`config.mk`:
```
export PLATFORM = sky130hd
export DESIGN_NAME = datalink_frame_deframer
export DESIGN_NICKNAME = d
export VERILOG_FILES = /design/src/rtl/dfd_pkg.sv /design/src/rtl/dfd_front.sv /design/src/rtl/dfd_queue.sv /design/src/rtl/dfd_back.sv /design/src/rtl/datalink_frame_deframer.sv
export SDC_FILE = /design/constraint.sdc
export NUM_CORES = 2
export LEC_CHECK = 0
export BUFFER_PORTS_ARGS = -buffer_cell sky130_fd_sc_hd__buf_2
export CORE_MARGIN = 2
export CORE_UTILIZATION = 60
export CTS_CLUSTER_SIZE = 25
export DETAILED_ROUTE_END_ITERATION = 12
export GPL_ROUTABILITY_DRIVEN = 0
export PLACE_DENSITY = 0.79
export SYNTH_ARGS = -nofsm -noshare
export SYNTH_HDL_FRONTEND = slang
export SYNTH_SLANG_ARGS = --single-unit
```
`constraint.sdc`:
```
create_clock -name clk_i -period 30.1 [get_ports clk_i]
set_input_delay 3.01 -clock clk_i [delete_from_list [all_inputs] [get_ports clk_i]]
set_output_delay 3.01 -clock clk_i [all_outputs]
set_load 0.05 [all_outputs]
```
`src/rtl/dfd_pkg.sv`:
```
// Shared types, constants and checksum helper for the link frame deframer.
package dfd_pkg;

  localparam logic [7:0] SyncA = 8'ha3;
  localparam logic [7:0] SyncB = 8'hb2;
  localparam logic [7:0] SyncC = 8'hc1;

  localparam int HdrLen    = 20;
  localparam int HdrSumLen = 12;
  localparam int PoseLen   = 56;
  localparam int PoseWords = 9;
  localparam int PoseBytes = 4 * PoseWords;
  localparam int QDepth    = 2;

  localparam logic [30:0] TargetIdReset = 31'd230;
  localparam logic [15:0] SumInit       = 16'hffff;

  typedef enum logic [1:0] {
    StPose   = 2'd0,
    StHdrBad = 2'd1,
    StSumBad = 2'd2,
    StOther  = 2'd3
  } status_e;

  typedef struct packed {
    status_e                       status;
    logic [31:0]                   msg_id;
    logic [9:0]                    msg_size;
    logic [PoseWords-1:0][31:0]    pose;
  } rec_t;

  // Ones'-complement 16-bit add with end-around carry.
  function automatic logic [15:0] oc_add(input logic [15:0] a, input logic [15:0] b);
    logic [16:0] s;
    s = {1'b0, a} + {1'b0, b};
    return s[15:0] + {15'b0, s[16]};
  endfunction

endpackage

```
`src/rtl/dfd_front.sv`:
```
// Byte parser: sync hunt, header capture, running sums and frame judgement.
module dfd_front #(
  parameter int MAX_FRAME = 1024
) (
  input  logic                clk_i,
  input  logic                rst_ni,
  input  logic                fire_i,
  input  logic [7:0]          rx_byte_i,
  input  logic [30:0]         target_id_i,
  output logic                push_o,
  output dfd_pkg::rec_t       push_rec_o
);

  localparam int CW = $clog2(MAX_FRAME);

  localparam logic [1:0] PhHunt    = 2'd0;
  localparam logic [1:0] PhHeader  = 2'd1;
  localparam logic [1:0] PhPayload = 2'd2;

  localparam logic [15:0] SyncLow  = dfd_pkg::oc_add(dfd_pkg::SumInit,
                                                     {dfd_pkg::SyncB, dfd_pkg::SyncA});
  localparam logic [15:0] SyncHigh = dfd_pkg::oc_add(dfd_pkg::SumInit, SyncLow);

  logic [1:0]    phase_q, phase_d;
  logic [15:0]   hist_q, hist_d;
  logic [CW-1:0] cnt_q, cnt_d;
  logic [31:0]   id_q, id_d;
  logic [31:0]   size_q, size_d;
  logic [31:0]   hchk_q, hchk_d;
  logic [31:0]   bchk_q, bchk_d;
  logic [15:0]   low_q, low_d;
  logic [15:0]   high_q, high_d;
  logic [7:0]    pend_q, pend_d;
  logic [dfd_pkg::PoseWords-1:0][31:0] pay_q, pay_d;

  logic [4:0]    hc;
  logic [CW-1:0] pc;
  logic [CW-1:0] cnt_inc;
  logic          odd;
  logic [15:0]   add_word;
  logic [15:0]   add_low;
  logic [15:0]   add_high;
  logic [31:0]   fin_sum;
  logic [31:0]   fin_chk;
  logic          finish;
  logic          hdr_ok;

  assign hc       = cnt_q[4:0];
  assign pc       = cnt_q - CW'(dfd_pkg::HdrLen);
  assign cnt_inc  = cnt_q + CW'(1);
  assign odd      = (phase_q == PhHeader) ? hc[0] : pc[0];
  assign add_word = odd ? {rx_byte_i, pend_q} : {8'h00, rx_byte_i};
  assign add_low  = dfd_pkg::oc_add(low_q, add_word);
  assign add_high = dfd_pkg::oc_add(high_q, add_low);

  always_comb begin
    phase_d    = phase_q;
    hist_d     = hist_q;
    cnt_d      = cnt_q;
    id_d       = id_q;
    size_d     = size_q;
    hchk_d     = hchk_q;
    bchk_d     = bchk_q;
    low_d      = low_q;
    high_d     = high_q;
    pend_d     = pend_q;
    pay_d      = pay_q;
    finish     = 1'b0;
    fin_sum    = 32'hffff_ffff;
    fin_chk    = bchk_q;
    hdr_ok     = 1'b1;
    push_o     = 1'b0;
    push_rec_o = '0;

    if (fire_i) begin
      unique case (phase_q)
        PhHeader: begin
          if (hc < 5'(dfd_pkg::HdrSumLen)) begin
            if (hc[0]) begin
              low_d  = add_low;
              high_d = add_high;
            end else begin
              pend_d = rx_byte_i;
            end
          end
          unique case (hc[4:2])
            3'd1:    id_d[8*hc[1:0] +: 8]   = rx_byte_i;
            3'd2:    size_d[8*hc[1:0] +: 8] = rx_byte_i;
            3'd3:    hchk_d[8*hc[1:0] +: 8] = rx_byte_i;
            3'd4:    bchk_d[8*hc[1:0] +: 8] = rx_byte_i;
            default: ;
          endcase
          cnt_d = cnt_inc;
          if (hc == 5'(dfd_pkg::HdrLen - 1)) begin
            hdr_ok = ({high_q, low_q} == hchk_q) &&
                     (size_q >= 32'(dfd_pkg::HdrLen)) &&
                     (size_q <= 32'(MAX_FRAME - 1));
            if (!hdr_ok) begin
              push_o            = 1'b1;
              push_rec_o.status = dfd_pkg::StHdrBad;
              phase_d           = PhHunt;
              cnt_d             = '0;
              hist_d            = '0;
            end else begin
              low_d   = dfd_pkg::SumInit;
              high_d  = dfd_pkg::SumInit;
              pend_d  = '0;
              phase_d = PhPayload;
              // A header-only frame is judged right away against the empty sum.
              if (size_q == 32'(dfd_pkg::HdrLen)) begin
                finish  = 1'b1;
                fin_sum = 32'hffff_ffff;
                fin_chk = {rx_byte_i, bchk_q[23:0]};
              end
            end
          end
        end
        PhPayload: begin
          if (pc[0]) begin
            low_d  = add_low;
            high_d = add_high;
          end else begin
            pend_d = rx_byte_i;
          end
          if (pc < CW'(dfd_pkg::PoseBytes)) begin
            pay_d[pc[5:2]][8*pc[1:0] +: 8] = rx_byte_i;
          end
          cnt_d = cnt_inc;
          if (cnt_inc >= size_q[CW-1:0]) begin
            // The final word is folded in here, odd trailing byte included.
            finish  = 1'b1;
            fin_sum = {add_high, add_low};
            fin_chk = bchk_q;
          end
        end
        default: begin
          if (hist_q == {dfd_pkg::SyncA, dfd_pkg::SyncB} && rx_byte_i == dfd_pkg::SyncC) begin
            low_d   = SyncLow;
            high_d  = SyncHigh;
            pend_d  = dfd_pkg::SyncC;
            id_d    = '0;
            size_d  = '0;
            hchk_d  = '0;
            bchk_d  = '0;
            cnt_d   = CW'(3);
            hist_d  = '0;
            phase_d = PhHeader;
          end else begin
            phase_d = PhHunt;
            hist_d  = {hist_q[7:0], rx_byte_i};
          end
        end
      endcase

      if (finish) begin
        push_o              = 1'b1;
        push_rec_o.msg_id   = id_q;
        push_rec_o.msg_size = size_q[9:0];
        push_rec_o.pose     = pay_d;
        if (fin_sum != fin_chk) begin
          push_rec_o.status = dfd_pkg::StSumBad;
        end else if (id_q == {1'b0, target_id_i} && size_q == 32'(dfd_pkg::PoseLen)) begin
          push_rec_o.status = dfd_pkg::StPose;
        end else begin
          push_rec_o.status = dfd_pkg::StOther;
        end
        phase_d = PhHunt;
        cnt_d   = '0;
        hist_d  = '0;
      end
    end
  end

  always_ff @(posedge clk_i or negedge rst_ni) begin
    if (!rst_ni) begin
      phase_q <= PhHunt;
      hist_q  <= '0;
      cnt_q   <= '0;
      id_q    <= '0;
      size_q  <= '0;
      hchk_q  <= '0;
      bchk_q  <= '0;
      low_q   <= dfd_pkg::SumInit;
      high_q  <= dfd_pkg::SumInit;
      pend_q  <= '0;
    end else begin
      phase_q <= phase_d;
      hist_q  <= hist_d;
      cnt_q   <= cnt_d;
      id_q    <= id_d;
      size_q  <= size_d;
      hchk_q  <= hchk_d;
      bchk_q  <= bchk_d;
      low_q   <= low_d;
      high_q  <= high_d;
      pend_q  <= pend_d;
    end
  end

  always_ff @(posedge clk_i) begin
    pay_q <= pay_d;
  end

endmodule

```
`src/rtl/dfd_queue.sv`:
```
// Short result queue between the byte parser and the output stage.
module dfd_queue (
  input  logic          clk_i,
  input  logic          rst_ni,
  input  logic          push_i,
  input  dfd_pkg::rec_t push_rec_i,
  input  logic          pop_i,
  output logic          full_o,
  output logic          valid_o,
  output dfd_pkg::rec_t rec_o
);

  localparam int PW = (dfd_pkg::QDepth > 1) ? $clog2(dfd_pkg::QDepth) : 1;
  localparam int NW = $clog2(dfd_pkg::QDepth + 1);

  dfd_pkg::rec_t mem_q [dfd_pkg::QDepth];
  logic [PW-1:0] wr_q, wr_d;
  logic [PW-1:0] rd_q, rd_d;
  logic [NW-1:0] num_q, num_d;
  logic          do_push;
  logic          do_pop;

  assign full_o  = (num_q == NW'(dfd_pkg::QDepth));
  assign valid_o = (num_q != '0);
  assign rec_o   = mem_q[rd_q];
  assign do_push = push_i && !full_o;
  assign do_pop  = pop_i && valid_o;

  always_comb begin
    wr_d  = wr_q;
    rd_d  = rd_q;
    num_d = num_q;
    if (do_push) begin
      wr_d = (wr_q == PW'(dfd_pkg::QDepth - 1)) ? '0 : wr_q + PW'(1);
    end
    if (do_pop) begin
      rd_d = (rd_q == PW'(dfd_pkg::QDepth - 1)) ? '0 : rd_q + PW'(1);
    end
    unique case ({do_push, do_pop})
      2'b10:   num_d = num_q + NW'(1);
      2'b01:   num_d = num_q - NW'(1);
      default: num_d = num_q;
    endcase
  end

  always_ff @(posedge clk_i or negedge rst_ni) begin
    if (!rst_ni) begin
      wr_q  <= '0;
      rd_q  <= '0;
      num_q <= '0;
    end else begin
      wr_q  <= wr_d;
      rd_q  <= rd_d;
      num_q <= num_d;
    end
  end

  always_ff @(posedge clk_i) begin
    if (do_push) begin
      mem_q[wr_q] <= push_rec_i;
    end
  end

endmodule

```
`src/rtl/dfd_back.sv`:
```
// Output stage: formats pose fields and holds the result beat for the receiver.
module dfd_back (
  input  logic               clk_i,
  input  logic               rst_ni,
  input  logic               q_valid_i,
  input  dfd_pkg::rec_t      q_rec_i,
  output logic               q_pop_o,
  output logic               out_valid_o,
  input  logic               out_ready_i,
  output logic [1:0]         status_o,
  output logic signed [31:0] message_id_o,
  output logic [9:0]         message_size_o,
  output logic [31:0]        pos_x_bits_o,
  output logic [31:0]        pos_y_bits_o,
  output logic [31:0]        pos_down_bits_o,
  output logic [31:0]        quat_x_bits_o,
  output logic [31:0]        quat_y_bits_o,
  output logic [31:0]        quat_z_bits_o,
  output logic [31:0]        quat_w_bits_o,
  output logic signed [31:0] frame_number_o,
  output logic signed [31:0] valid_word_o
);

  logic                                valid_q;
  dfd_pkg::status_e                    status_q;
  logic [31:0]                         id_q;
  logic [9:0]                          size_q;
  logic [dfd_pkg::PoseWords-1:0][31:0] pose_q, pose_d;
  logic                                load;

  assign load    = q_valid_i && (!valid_q || out_ready_i);
  assign q_pop_o = load;

  always_comb begin
    pose_d = '0;
    if (q_rec_i.status == dfd_pkg::StPose) begin
      pose_d    = q_rec_i.pose;
      // Down axis is the z word with its sign flipped.
      pose_d[2] = q_rec_i.pose[2] ^ 32'h8000_0000;
    end
  end

  always_ff @(posedge clk_i or negedge rst_ni) begin
    if (!rst_ni) begin
      valid_q <= 1'b0;
    end else if (load) begin
      valid_q <= 1'b1;
    end else if (out_ready_i) begin
      valid_q <= 1'b0;
    end
  end

  always_ff @(posedge clk_i) begin
    if (load) begin
      status_q <= q_rec_i.status;
      id_q     <= q_rec_i.msg_id;
      size_q   <= q_rec_i.msg_size;
      pose_q   <= pose_d;
    end
  end

  assign out_valid_o     = valid_q;
  assign status_o        = status_q;
  assign message_id_o    = id_q;
  assign message_size_o  = size_q;
  assign pos_x_bits_o    = pose_q[0];
  assign pos_y_bits_o    = pose_q[1];
  assign pos_down_bits_o = pose_q[2];
  assign quat_x_bits_o   = pose_q[3];
  assign quat_y_bits_o   = pose_q[4];
  assign quat_z_bits_o   = pose_q[5];
  assign quat_w_bits_o   = pose_q[6];
  assign frame_number_o  = pose_q[7];
  assign valid_word_o    = pose_q[8];

endmodule

```
`src/rtl/datalink_frame_deframer.sv`:
```
// Top level of the link frame deframer: config register, parser, queue, output stage.
//
// Bytes enter on the in channel (in_valid_i / in_ready_o / rx_byte_i), one beat
// per cycle while ready. The parser hunts for the sync triple A3 B2 C1, takes
// a 20-byte header, checks its Fletcher-32 style sum and the size, then runs the
// payload sum. Each judged frame yields one result beat on the out channel
// (out_valid_o / out_ready_i) carrying status, id, size and, for a 56-byte frame
// of the target id, the nine pose words.
// Throughput is one byte per cycle while the queue has room; the per-byte work is
// one pair of 16-bit end-around adds in the parser. A result is written into the
// queue with the byte that completes the frame and moves on into the output
// register once that register is free.
// When the receiver stalls, results collect in the two-entry queue behind the
// held output beat; in_ready_o drops only when the queue is full.
// Reset clears the parser to hunting, empties the queue and output stage and
// sets the target id to 230. cfg_we_i writes the target id from cfg_wdata_i.
module datalink_frame_deframer #(
  parameter int MAX_FRAME = 1024
) (
  input  logic               clk_i,
  input  logic               rst_ni,
  input  logic               cfg_we_i,
  input  logic [30:0]        cfg_wdata_i,
  input  logic               in_valid_i,
  output logic               in_ready_o,
  input  logic [7:0]         rx_byte_i,
  output logic               out_valid_o,
  input  logic               out_ready_i,
  output logic [1:0]         status_o,
  output logic signed [31:0] message_id_o,
  output logic [9:0]         message_size_o,
  output logic [31:0]        pos_x_bits_o,
  output logic [31:0]        pos_y_bits_o,
  output logic [31:0]        pos_down_bits_o,
  output logic [31:0]        quat_x_bits_o,
  output logic [31:0]        quat_y_bits_o,
  output logic [31:0]        quat_z_bits_o,
  output logic [31:0]        quat_w_bits_o,
  output logic signed [31:0] frame_number_o,
  output logic signed [31:0] valid_word_o
);

  logic [30:0]   target_q;
  logic          fire;
  logic          push;
  dfd_pkg::rec_t push_rec;
  logic          q_full;
  logic          q_valid;
  logic          q_pop;
  dfd_pkg::rec_t q_rec;

  always_ff @(posedge clk_i or negedge rst_ni) begin
    if (!rst_ni) begin
      target_q <= dfd_pkg::TargetIdReset;
    end else if (cfg_we_i) begin
      target_q <= cfg_wdata_i;
    end
  end

  assign in_ready_o = !q_full;
  assign fire       = in_valid_i && in_ready_o;

  dfd_front #(
    .MAX_FRAME(MAX_FRAME)
  ) u_front (
    .clk_i      (clk_i),
    .rst_ni     (rst_ni),
    .fire_i     (fire),
    .rx_byte_i  (rx_byte_i),
    .target_id_i(target_q),
    .push_o     (push),
    .push_rec_o (push_rec)
  );

  dfd_queue u_queue (
    .clk_i     (clk_i),
    .rst_ni    (rst_ni),
    .push_i    (push),
    .push_rec_i(push_rec),
    .pop_i     (q_pop),
    .full_o    (q_full),
    .valid_o   (q_valid),
    .rec_o     (q_rec)
  );

  dfd_back u_back (
    .clk_i          (clk_i),
    .rst_ni         (rst_ni),
    .q_valid_i      (q_valid),
    .q_rec_i        (q_rec),
    .q_pop_o        (q_pop),
    .out_valid_o    (out_valid_o),
    .out_ready_i    (out_ready_i),
    .status_o       (status_o),
    .message_id_o   (message_id_o),
    .message_size_o (message_size_o),
    .pos_x_bits_o   (pos_x_bits_o),
    .pos_y_bits_o   (pos_y_bits_o),
    .pos_down_bits_o(pos_down_bits_o),
    .quat_x_bits_o  (quat_x_bits_o),
    .quat_y_bits_o  (quat_y_bits_o),
    .quat_z_bits_o  (quat_z_bits_o),
    .quat_w_bits_o  (quat_w_bits_o),
    .frame_number_o (frame_number_o),
    .valid_word_o   (valid_word_o)
  );

endmodule

```
======== Word level (Yosys, flattened, before mapping) ========
Memory sizes are Yosys's and may differ from the RTL's.
Index checks and enable logic that the tools add are counted.
cells by class
  mux-type cells .......................... 88
  reductions and logical operators ........ 28
  bitwise logic cells ..................... 2
  order comparisons ....................... 7
  add/sub/neg operators ................... 12
  equal/unequal tests ..................... 26
  shift operators ......................... 4
operator list
  kind                       count
  $mux W332                  2
  $mux W288                  2
  $mux W32                   14
  $bwmux W288                1
  $mux W16                   16
  $pmux W32 S2               4
  $bwmux W32                 4
  $demux W32 S4              1
  $pmux W16 S2               3
  $neg A5 Y34                2
  $shift A8 B34 Y32 const A  2
  $shiftx A8 B34 Y32         2
  $mux W8                    6
  $mux W10                   4
  $add A16 B16 Y17           2
  $add A16 B1 Y16            2
  $eq A32 B31 Y1             1
  $eq A32 B32 Y1             1
  $eq A32 B5 Y1 const B      1
  $eq A32 B6 Y1 const B      1
  $ge A32 B5 Y1 const B      1
  $le A32 B10 Y1 const B     1
  $ne A32 B32 Y1             1
  $pmux W10 S2               1
  37 further kinds           92
storage, ports and cells
  bits in writable memories ............... 664
  logic and storage cells ................. 204
  memories kept ........................... 1
  bits of input ports ..................... 44
  output and inout port bits .............. 334
  register bits after elaboration ......... 852
memory list
  memory         depth  bits a word  read ports  clocked after Yosys merged registers in  write ports  line             source
  u_queue.mem_q  2      332          1           0                                        1            dfd_queue.sv:16  dfd_pkg::rec_t mem_q [dfd_pkg::QDepth];

======== Depth between registers and ports, before layout ========
  depth in word-level cells ............... 14
  gate-level depth with buffers ........... 44
  depth with buffers taken out ............ 43

======== By module ========
From an unflattened synthesis, not the netlist that was laid out.
unflattened totals
  cell total of the unflattened synthesis .. 4,756
  area, all modules ....................... 65,019.9 µm²
modules (own cells, without submodules)
  module                   area an instance (µm²)  instances  seq. area each (µm²)  cells each
  dfd_front                27,552.7                1          13,593.0              2,982
  dfd_queue                24,253.3                1          20,039.2              1,051
  dfd_back                 12,039.0                1          9,994.6               656
  datalink_frame_deframer  1,174.9                 1          782.0                 67

======== Worst setup path after synthesis ========
OpenSTA, ideal clock, no wires.
  kind .................................... in2reg
  start point ............................. input out_ready_i
  end point ............................... register u_queue.num_q[1]
  stages .................................. 5
  data required time ...................... 30.021 ns
  arrival time ............................ 21.437 ns
  library setup time ...................... 0.079 ns
  path buffers ............................ 0
  setup slack ............................. 8.584 ns
  cells stage by stage .................... inv_1 a21oi_1 ha_1 nor2_1 xor2_1
on the way
  longest elaborated chain between the ends .. 5
  elaborated cells on any way between the ends .. 7
  classes of those cells .................. eq/ne: 2; mux: 1; reduce/logical: 4
ends and longest elaborated chain
  element                                            line                           source
  from (decl)                                        datalink_frame_deframer.sv:28  input logic out_ready_i,
  $logic_or A1 B1 Y1 (*)                             dfd_back.sv:31                 assign load = q_valid_i && (!valid_q || out_ready_i);
  $logic_and A1 B1 Y1 (*)                            dfd_back.sv:31
  net q_pop                                          datalink_frame_deframer.sv:49  logic q_pop;
  $logic_and A1 B1 Y1 (*)                            dfd_queue.sv:27                assign do_pop = pop_i && valid_o;
  $eq A2 B1 Y1 or $eq A2 B2 Y1 (tied branches)       dfd_queue.sv:39                unique case ({do_push, do_pop})
  $pmux W2 S2 or $reduce_bool A2 Y1 (tied branches)  --
  to (signal assigned)                               dfd_queue.sv:54                num_q <= num_d;
  to (decl)                                          dfd_queue.sv:19                logic [NW-1:0] num_q, num_d;
The timed path passes the listed nets; every way through them passes the cells marked *.
A chain may end at the register's enable or synchronous reset.

==> impl_summary.txt <==
----------------------------------------------------
[Pwr]
  Leak Pwr ... 29.0 nW
  IR drop worst, VDD ... 0.140 mV
  Net switching fraction of the power ... 38.0%
  Int Pwr ... 4.48 mW
  Part of the total power dissipated in combinational logic ... 35.8%
  Sequential group share of total power ... 38.9%
  Switching pwr ... 2.75 mW
  PwrDens ... 100 mW/mm2
  Clock group share of total power ... 25.3%

[Final layout]
  FF/Latch Area ... 0.0444 mm2
  Core Util, Final ... 68.2%
  Nets@finish ... 5262
  Ratio of cells with drive above 1 in the final layout ... 16.0%
  Fill cell count ... 7130
  Footprint of the multi-input gates ... 0.0181 mm2
  Area growth, synth to finish ... 12.6%

[Clocking]
  Clock latency of the later-clocked register in the worst-skew pair ... 770 ps
  Cts repair resizes ... 0
  Quantity of hold-fixing buffers added after cts ... 0
  Clock H-tree levels ... 4
  Clock slew at the register clock pins of the worst setup and hold paths ... 60 ps
  Longest Clk Path Bufs ... 3
  Clock tree from TritonCTS ... yes
  Post-CTS Setup Repair Bufs ... 0
  Root Buffer ... sky130_fd_sc_hd__clkbuf_16
  TritonCTS Sinks ... 1516
  CTS Buf Count ... 149

[Drt]
  Length of routed met2 wiring ... 76.0 mm
  Pre-Repair DR Iteration Count ... 7
  Post-detailed-route via-to-cell ratio ... 6.09
  Detail Route met3 WL ... 14.6 mm
  Via Count ... 40666
  DRC errors left ... 0
  Remaining antenna violation count after routing ... 0
  Length of routed wiring on met1 ... 62.5 mm
  Post-DR wirelength/cell ... 24.1 um
  Aggregate routed wire length ... 161 mm
  Drt first-iter violations ... 5198
  Top metal layer carrying routed signals ... met5

[Die]
  Std cell rows ... 119
  Initial core utilization ... 60.6%
  Core outline area ... 0.106 mm2
  Full die area ... 0.109 mm2
  I/O pins ... 378
  Overall die height ... 331 um
  Die Wd ... 331 um

[Hold path]
  End point of the most critical hold path ... u_front.pend_q[0]
  Cell depth of the worst hold path ... 2
  HP Start ... u_front.pend_q[0]
  Worst hold-check path type ... reg -> reg

[Synth]
  Number of nets in the synthesized netlist ... 4938
  Post-synthesis sequential area ratio ... 69.4%
  Register bit total from synthesis ... 1516
  Share of flip-flops with an asynchronous set or reset ... 15.3%
  Count of synthesis-stage warnings from yosys ... 0
  Post-synthesis cell area ... 0.0640 mm2
  Number of instances in the synthesized netlist ... 4836
  Dominant register cell in the synthesized netlist ... sky130_fd_sc_hd__edfxtp_1
  Average size of a mapped cell ... 13.2 um2
  Number of enable flip-flop cells after synthesis ... 1284
  Number of distinct library cell variants in the gate-level netlist after synthesis ... 84

[Timing]
  Setup repair after global routing missed its margin ... no
  Final count of hold timing violations ... 0
  Final period util ... 37.4%
  Total of endpoints with negative setup slack in the final report ... 0
  Transition at the pin with the smallest max-transition slack ... 1370 ps
  Setup total negative slack ... 0 ps
  Slew Limit Headroom ... 8.28%
  Final Slew Violations ... 0
  Final Skew ... 30.8 ps
  Max Clock Freq ... 88.8 MHz
  Post-route minimum period ... 11260 ps

[GRT]
  All-Layer GR Usage ... 29.3%
  Maximum number of pins on one net before global-route repair ... 227
  Initial antenna violation count ... 9
  Via count of the first global-routing pass ... 38580
  First-pass GRT wire length ... 238 mm
  Aggregate global routing overflow ... 0

[Worst setup path]
  Required time at the endpoint of the critical path ... 30610 ps
  Arrival time of data at the critical path endpoint ... 11760 ps
  Worst-path maximum fanout ... 7
  Number of buffer and inverter instances along the worst setup path ... 2
  Cell class contributing the biggest share of worst-path delay ... compound AO/OA/AOI/OAI gates
  Worst Path Class, Setup ... in -> reg
  Flop-to-flop setup slack ... 20030 ps
  Critical path endpoint category ... flip-flop
  Worst R2R Start ... u_front.cnt_q[0]
  Cell count of the worst reg-to-reg path ... 42
  Startpoint kind of the worst setup timing path ... input port
  Reg2Reg Capture Point ... u_queue.mem_q[0][331]
  Highest cell delay on the worst timing path ... 480 ps
  Most frequent CP cell ... sky130_fd_sc_hd__ha_1
  Critical Path Slowest Stage Cell ... sky130_fd_sc_hd__fa_1

[Job]
  Max-Cap Viols ... 0

[Outcome]
  Run status ... finished clean

[Placement]
  Dpl hpwl ... 104 mm
  IO buf count ... 377

----------------------------------------------------
-- through the flow --
step | setup WS (ps) | std cells | hold WS, ps | instance area, um2 | power [mW]
3_5_place_dp | 18430 | 6400 | 475 | 67200 | 5.38
6_report | 18840 | 6676 | 488 | 72000 | 7.24
4_1_cts | 19190 | 6671 | 491 | 72000 | 7.20
2_1_floorplan | 8580 | 4836 | 450 | 64000 | 4.87
5_1_grt | 18320 | 6671 | 518 | 72000 | 7.51
3_3_place_gp | 18640 | 6400 | 481 | 67200 | 5.31
-- layout by cell type, fill, tap and decap left out, types with 55 or more instances in the layout --
| cell type | instances |
|---|---|
| sky130_fd_sc_hd__a21oi_1 | 114 |
| sky130_fd_sc_hd__a22o_1 | 67 |
| sky130_fd_sc_hd__buf_2 | 376 |
| sky130_fd_sc_hd__clkbuf_16 | 156 |
| sky130_fd_sc_hd__dfrtp_1 | 194 |
| sky130_fd_sc_hd__edfxtp_1 | 1284 |
| sky130_fd_sc_hd__ha_1 | 55 |
| sky130_fd_sc_hd__inv_1 | 134 |
| sky130_fd_sc_hd__mux2_2 | 100 |
| sky130_fd_sc_hd__mux2i_1 | 306 |
| sky130_fd_sc_hd__nand2_1 | 548 |
| sky130_fd_sc_hd__nor2_1 | 451 |
| sky130_fd_sc_hd__nor2b_1 | 288 |
| sky130_fd_sc_hd__o21ai_0 | 404 |
| sky130_fd_sc_hd__o22ai_1 | 90 |
| sky130_fd_sc_hd__xnor2_1 | 91 |
-- area by class of cell --
class                      instances  share of cell area, %
sequential                      1516                   61.7
multi-input combinational       2922                   25.2
clock buffer                     197                   5.75
timing repair buffer             434                   3.31
tap                             1391                   2.42
clock inverter                    74                  0.945
inverter                         137                  0.724
antenna                            5                 0.0174
-- how the worst max path moves through the flow --
| stage | from | slack, ps | cells after the start | to |
|---|---|---|---|---|
| floorplan | out_ready_i | 8580 | 5 | u_queue.num_q[1] |
| detailed placement | rx_byte_i[0] | 18430 | 39 | u_queue.mem_q[0][331] |
| finish | rx_byte_i[0] | 18840 | 41 | u_queue.mem_q[0][331] |
| global route | rx_byte_i[0] | 18320 | 41 | u_queue.mem_q[0][331] |
| global placement | rx_byte_i[0] | 18640 | 39 | u_queue.mem_q[0][331] |
| CTS | rx_byte_i[0] | 19190 | 41 | u_queue.mem_q[0][331] |
-- cell families after synthesis --
family	count (synthesis)	synth area share, %
buf+inv	398	2.36
fa+ha+maj	58	1.16
xor+xnor	141	2.02
compound gates	797	7.48
simple gates	1520	11.0
flops	1516	69.4
mux	406	6.55
-- worst min-delay path: cells and delay by family (launching register included) --
kind	cells	cell delay, ps
AOI/OAI and AO/OA	1	60
and+or+nand+nor	1	50
DFF	1	340
-- registers in the layout, summed over array words and instances (netlist names), 8 cells and up --
signal                  cells
u_queue.mem_q             664
u_front.pay_q             288
u_back.frame_number_o      32
u_back.message_id_o        32
u_back.pos_down_bits_o     32
u_back.pos_x_bits_o        32
u_back.pos_y_bits_o        32
u_back.quat_w_bits_o       32
u_back.quat_x_bits_o       32
u_back.quat_y_bits_o       32
u_back.quat_z_bits_o       32
u_back.valid_word_o        32
u_front.bchk_q             32
u_front.hchk_q             32
u_front.id_q               32
u_front.size_q             32
target_q                   31
u_front.high_q             16
u_front.hist_q             16
u_front.low_q              16
u_back.message_size_o      10
u_front.cnt_q              10
u_front.pend_q              8
-- synth_stat cells, types with 8 or more instances --
master / count / area, um2
sky130_fd_sc_hd__clkbuf_1: 246 / 923
sky130_fd_sc_hd__nor3_1: 14 / 70.1
sky130_fd_sc_hd__nand4_1: 33 / 206
sky130_fd_sc_hd__o22ai_1: 90 / 563
sky130_fd_sc_hd__edfxtp_1: 1284 / 38600
sky130_fd_sc_hd__xor2_1: 42 / 368
sky130_fd_sc_hd__a211oi_1: 11 / 82.6
sky130_fd_sc_hd__o21a_1: 8 / 60.1
sky130_fd_sc_hd__o21ai_0: 405 / 2030
sky130_fd_sc_hd__a21oi_1: 115 / 576
sky130_fd_sc_hd__a221oi_1: 13 / 114
sky130_fd_sc_hd__nand2b_1: 19 / 119
sky130_fd_sc_hd__nand2_1: 549 / 2060
sky130_fd_sc_hd__buf_1: 8 / 30.0
sky130_fd_sc_hd__mux2i_1: 306 / 3060
sky130_fd_sc_hd__ha_1: 56 / 701
sky130_fd_sc_hd__and2_1: 9 / 56.3
sky130_fd_sc_hd__nor2b_1: 289 / 1810
sky130_fd_sc_hd__xnor2_1: 91 / 797
sky130_fd_sc_hd__a21o_1: 10 / 75.1
sky130_fd_sc_hd__nor4_1: 25 / 156
sky130_fd_sc_hd__and3_1: 42 / 263
sky130_fd_sc_hd__inv_1: 135 / 507
sky130_fd_sc_hd__dfstp_2: 37 / 972
sky130_fd_sc_hd__nand3_1: 46 / 230
sky130_fd_sc_hd__nor2_1: 454 / 1700
sky130_fd_sc_hd__o211ai_1: 8 / 60.1
sky130_fd_sc_hd__mux2_2: 100 / 1130
sky130_fd_sc_hd__a22o_1: 67 / 587
sky130_fd_sc_hd__dfrtp_1: 195 / 4880
-- power by group through the flow --
stage               combinational (mW)  clock, mW  sequential (mW)
floorplan                         1.48          0             3.39
global placement                  2.46          0             2.85
detailed placement                2.53          0             2.85
CTS                               2.54       1.85             2.81
global route                      2.74       1.93             2.83
finish                            2.59       1.83             2.82
-- metal layers --
layer | vias to the layer above | track usage (%)
met1 | 19987 | 40.1
li1 | 18184 | -
met3 | 429 | 5.80
met5 | - | 0
met4 | 2 | 13.7
met2 | 2064 | 45.8
Power figures use the tool's default switching activity.
